$ cat src/sv/sfcc_pkg.sv
// sfcc_pkg: payload types, frame constants and the CRC-16 constants
// shared by sfcc_crc_step, the sensor frame CRC checker and its
// checker module. No dependencies.
package sfcc_pkg;

	localparam logic [15:0] CRC_INIT  = 16'hFFFF;
	localparam logic [15:0] CRC_POLY  = 16'hA001;
	localparam logic [7:0]  FUNC_CODE = 8'h03;
	localparam logic [7:0]  REG_COUNT = 8'h04;

	localparam logic [1:0] ST_OK      = 2'd0;
	localparam logic [1:0] ST_BAD_HDR = 2'd1;
	localparam logic [1:0] ST_BAD_CRC = 2'd2;

	localparam logic [2:0] IDX_FUNC   = 3'd0;
	localparam logic [2:0] IDX_COUNT  = 3'd1;
	localparam logic [2:0] IDX_HUM_HI = 3'd2;
	localparam logic [2:0] IDX_HUM_LO = 3'd3;
	localparam logic [2:0] IDX_TMP_HI = 3'd4;
	localparam logic [2:0] IDX_TMP_LO = 3'd5;
	localparam logic [2:0] IDX_CRC_LO = 3'd6;
	localparam logic [2:0] IDX_CRC_HI = 3'd7;

	typedef struct packed {
		logic [7:0] rx_byte;
		logic       frame_start;
	} rx_t;

	typedef struct packed {
		logic [1:0]         status;
		logic signed [15:0] temperature_tenths;
		logic [15:0]        humidity_tenths;
	} res_t;

endpackage

$ cat src/sv/sfcc_crc_step.sv
// sfcc_crc_step: one-byte update of the reflected CRC-16 (poly 0xA001).
// Depends on sfcc_pkg.
module sfcc_crc_step (
	input  logic [15:0] crc,
	input  logic [7:0]  data,
	output logic [15:0] crc_next
);

	always_comb begin
		logic [15:0] c;
		c = crc ^ {8'h00, data};
		for (int k = 0; k < 8; k++) begin
			if (c[0]) begin
				c = (c >> 1) ^ sfcc_pkg::CRC_POLY;
			end else begin
				c = c >> 1;
			end
		end
		crc_next = c;
	end

endmodule

$ cat config.mk
export PLATFORM = sky130hd
export DESIGN_NAME = sfcc_crc_step
export DESIGN_NICKNAME = d
export VERILOG_FILES = /design/src/sv/sfcc_pkg.sv /design/src/sv/sfcc_crc_step.sv
export SDC_FILE = /design/constraint.sdc
export NUM_CORES = 1
export LEC_CHECK = 0
export ABC_AREA = 1
export BUFFER_PORTS_ARGS = -buffer_cell sky130_fd_sc_hd__buf_2
export CORE_AREA = 4 4 41 43
export DETAILED_ROUTE_END_ITERATION = 8
export DIE_AREA = 0 0 45 47
export GPL_ROUTABILITY_DRIVEN = 0
export PLACE_DENSITY = 0.73
export SETUP_SLACK_MARGIN = 0.15
export SLEW_MARGIN = 30
export SYNTH_ARGS = -nofsm -noshare
export SYNTH_HDL_FRONTEND = slang
export SYNTH_SLANG_ARGS = --single-unit
$ cat constraint.sdc
create_clock -name vclk -period 1.3
set_input_delay 0.195 -clock vclk [all_inputs]
set_output_delay 0.195 -clock vclk [all_outputs]
set_load 0.01 [all_outputs]
Yosys cells after proc, flatten, opt, wreduce, memory -nomap -nowiden
Index checks and enable logic that the tools add are counted.
{"block": "classes", "n_mux": 8, "n_bitwise": 9}
{"cell": "two-way mux 16 bit", "count": 8}
{"cell": "inverter 2 -> 3 bit", "count": 8}
{"cell": "XOR 16 x 8 -> 16 bit", "count": 1}
{"block": "totals", "ff_bits": 0, "inputBits": 24, "out_inout_bits": 16, "word_cells": 17}

Depth between registers and ports, before layout
{"block": "logic_depth", "depth_word": 17, "mapped_depth": 13, "depth_no_buf": 13}

Least setup slack after synthesis
OpenSTA, ideal clock, no wires.
{"block": "synth_timing", "path_type": "in2out", "start": "input port data[4]", "end": "output port crc_next[0]", "arrival_ps": 1197, "required_time_ps": 1105, "slack_ps": -92, "cell_stages": 8, "path_buffers": 0, "cell_sequence": "xor2_1 -> xnor2_1 -> nand3_1 -> nand2_2 -> nand2_2 -> nand2_2 -> nand2_1 -> nand2_1"}
{"block": "synth_between", "elab_chain_len": 10}
{"element": "start: declaration", "line": "sfcc_crc_step.sv:5", "text": "input logic [7:0] data,"}
{"element": "XOR 16 x 8 -> 16 bit *", "line": "sfcc_crc_step.sv:11", "text": "c = crc ^ {8'h00, data};"}
{"element": "two-way mux 16 bit * (3 in a row)", "line": "sfcc_crc_step.sv:13", "text": "if (c[0]) begin"}
{"element": "inverter 2 -> 3 bit (no source line)"}
{"element": "two-way mux 16 bit * (5 in a row)", "line": "sfcc_crc_step.sv:13"}
{"element": "end: declaration", "line": "sfcc_crc_step.sv:6", "text": "output logic [15:0] crc_next"}
Every way passes the cells marked *; elsewhere a longest branch is shown, timed or not.

Worst setup path after layout
{"block": "layout_timing", "start": "input port crc[4]", "end": "output port crc_next[0]"}
{"block": "layout_between", "elab_chain_len": 10}
{"element": "start: declaration", "line": "sfcc_crc_step.sv:4", "text": "input logic [15:0] crc,"}
{"element": "XOR 16 x 8 -> 16 bit *", "line": "sfcc_crc_step.sv:11"}
{"element": "two-way mux 16 bit * (3 in a row)", "line": "sfcc_crc_step.sv:13"}
{"element": "inverter 2 -> 3 bit (no source line)"}
{"element": "two-way mux 16 bit * (5 in a row)", "line": "sfcc_crc_step.sv:13"}
Marks and branches as above.

==> impl_metrics.env <==
export IMPL_seq_cell_count=0
export IMPL_fp_dieH_um=47
export IMPL_hold_start="crc[9]"
export IMPL_layout_nets=130
export IMPL_start_util_pct=34.2
export IMPL_crit_path_frequent_cell="nand2_2"
export IMPL_antenna_cells=0
export IMPL_finalCritPeriodShare_pct=120
export IMPL_ios=40
export IMPL_fin_setup_tns_ns=-1.24
export IMPL_hold_end="crc_next[1]"
export IMPL_die_area_mm2=0.00212
export IMPL_nFillCells=84
export IMPL_hpwl_um=1010
export IMPL_drv_cap=0
export IMPL_ant_nets=0
export IMPL_multi_input_area_um2=547
export IMPL_slew_headroom_pct=83.6
export IMPL_endpoint_kind="output port"
export IMPL_crit_start="crc[4]"
export IMPL_wire_per_inst_um=14.8
export IMPL_dp_slack_ns=-0.297
export IMPL_wirelength_um=1760
export IMPL_fmax_ghz=0.642
export IMPL_num_rows=13
export IMPL_p_total_uw=751
export IMPL_cp_arrival_ns=1.36
export IMPL_yosys_area_top_type="xor2_1"
export IMPL_cp_max_fo=3
export IMPL_synthCells=65
export IMPL_required_ns=1.11
export IMPL_power_density_mw_per_mm2=758
export IMPL_worst_pin_slew_ns=0.244
export IMPL_crit_path_start_kind="input pin"
export IMPL_post_drt_via_cell_ratio=4.82
export IMPL_critPathKind="in -> out"
export IMPL_holdWs_ns=0.390
export IMPL_finalWorstSetupSlack_ns=-0.257
export IMPL_critical_path_slowest_cell="xnor2_2"
export IMPL_syn_avg_cell_area_um2=6.85
export IMPL_vias=573
export IMPL_status="finished with violations"
export IMPL_power_leakage_uw=0.000518
export IMPL_min_period_ns=1.56
export IMPL_drc=0
export IMPL_violations="negative setup slack"
export IMPL_clkbuf_count=0
export IMPL_hold_class="in -> out"
export IMPL_synthDominantCellAreaShare_pct=17.7
export IMPL_grt_usage_pct=14.1
export IMPL_syn_nets=89
export IMPL_grt_max_degree=4
export IMPL_grt_setup_unrepaired="true"
export IMPL_antenna_found_initial=0
export IMPL_synthTopCellsByArea="xor2_1, nand2_4, nand2_1"
export IMPL_setup_viol=7
export IMPL_cpPeakStageDelay_ns=0.23
export IMPL_hold_buffers=0
export IMPL_synth_distinct_cells=11
export IMPL_overflow=0
export IMPL_drtIter0Drc=7
export IMPL_yosys_warnings=0
export IMPL_grt_pass1_wl_um=2330
export IMPL_hold_viol_final=0
export IMPL_crit_chain="buf_6, xor2_2, xnor2_2, buf_4, nand3_4, nand2_4, nand2_2, nand2_2, nand2_2, nand2_2, buf_6"
export IMPL_whs_path_depth=0
export IMPL_synth_area_um2=445
export IMPL_drt_pass1_iterations=4
export IMPL_layout_drive_gt1_share_pct=85.6
export IMPL_vdd_drop_max_uv=395
export IMPL_port_buffers=30
export IMPL_grt_pass1_vias=539
export IMPL_core_area_mm2=0.00130
export IMPL_maxSlewViolCount=0
export IMPL_ys_seq_area_share_pct=0
export IMPL_die_w_um=45
export IMPL_area_growth_syn_to_layout_pct=122
export IMPL_regArea_um2=0
==> routing by layer <==
metal	up-vias	GRT usage, %	wire [um]
li1	266	-	-
met4	0	1.75	59
met3	6	1.15	119
met1	266	15.9	543
met2	35	29.1	1040
met5	-	0	0
==> cell type report <==
cell class / instances / area share, %
Inverter: 10 / 6.57
Multi-Input combinational cell: 50 / 55.2
Tap cell: 15 / 1.89
Timing Repair Buffer: 44 / 36.4
==> cell usage after synthesis <==
| library cell | number |
|---|---|
| inv_2 | 2 |
| xnor2_2 | 2 |
| nand2_2 | 7 |
| buf_4 | 5 |
| nand2_4 | 5 |
| xor2_1 | 9 |
| nand3_2 | 4 |
| inv_1 | 8 |
| xnor2_1 | 5 |
| nand3_1 | 6 |
| nand2_1 | 12 |
==> through the flow <==
stage	instances	cell area (um^2)	util, %
2_1_floorplan	65	549	-
3_3_place_gp	114	748	57.5
3_5_place_dp	114	748	57.5
4_1_cts	117	878	67.5
5_1_grt	119	991	76.2
6_report	119	991	76.2
==> layout by cell type, fill, tap and decap left out <==
master,netlist,routed
buf_4,5,9
inv_12,0,2
xnor2_4,0,3
nand3_2,4,4
xor2_1,9,6
xnor2_1,5,2
nand2_1,12,1
inv_1,8,4
xor2_2,0,3
nand3_1,6,2
xnor2_2,2,2
nand2_4,5,9
nand3_4,0,4
buf_6,0,14
nand2_2,7,14
buf_2,0,19
buf_12,0,2
inv_2,2,3
inv_4,0,1
==> what timing repair did <==
| item | 4_1_cts | 5_1_grt |
|---|---|---|
| pin swaps | 13 | 14 |
| setup buffers | 3 | 2 |
| gates resized for setup | 27 | 18 |
| endpoints found under the setup margin | 8 | 10 |
| cloned | 0 | 0 |
==> worst max-delay path, delay by kind of cell <==
family,cells,cell delay [ns]
buffers and inverters,3,0.36
XOR/XNOR,2,0.41
AND/OR/NAND/NOR,6,0.39
==> worst max path at each step <==
stage                       end  slack (ns)  cells after the start
global placement    crc_next[0]       -0.27                     13
detailed placement  crc_next[0]       -0.30                     15
finish              crc_next[0]       -0.26                     11
CTS                 crc_next[0]       -0.19                     15
global route        crc_next[0]       -0.34                     11
floorplan           crc_next[0]        0.03                      8
==> report_power, final <==
group / internal [uW] / switching (uW) / total, uW
Combinational: 369 / 382 / 751
Sequential: 0 / 0 / 0
Clock: 0 / 0 / 0
Total: 369 / 382 / 751
==> cell families (layout without fill, tap and decap cells) <==
family / after synthesis / count (layout) / share of synthesized area, %
xor+xnor: 16 / 16 / 34.8
buf+inv: 15 / 54 / 16.9
simple gates: 34 / 34 / 48.3
Note: power is estimated with default switching activity, not from simulation.
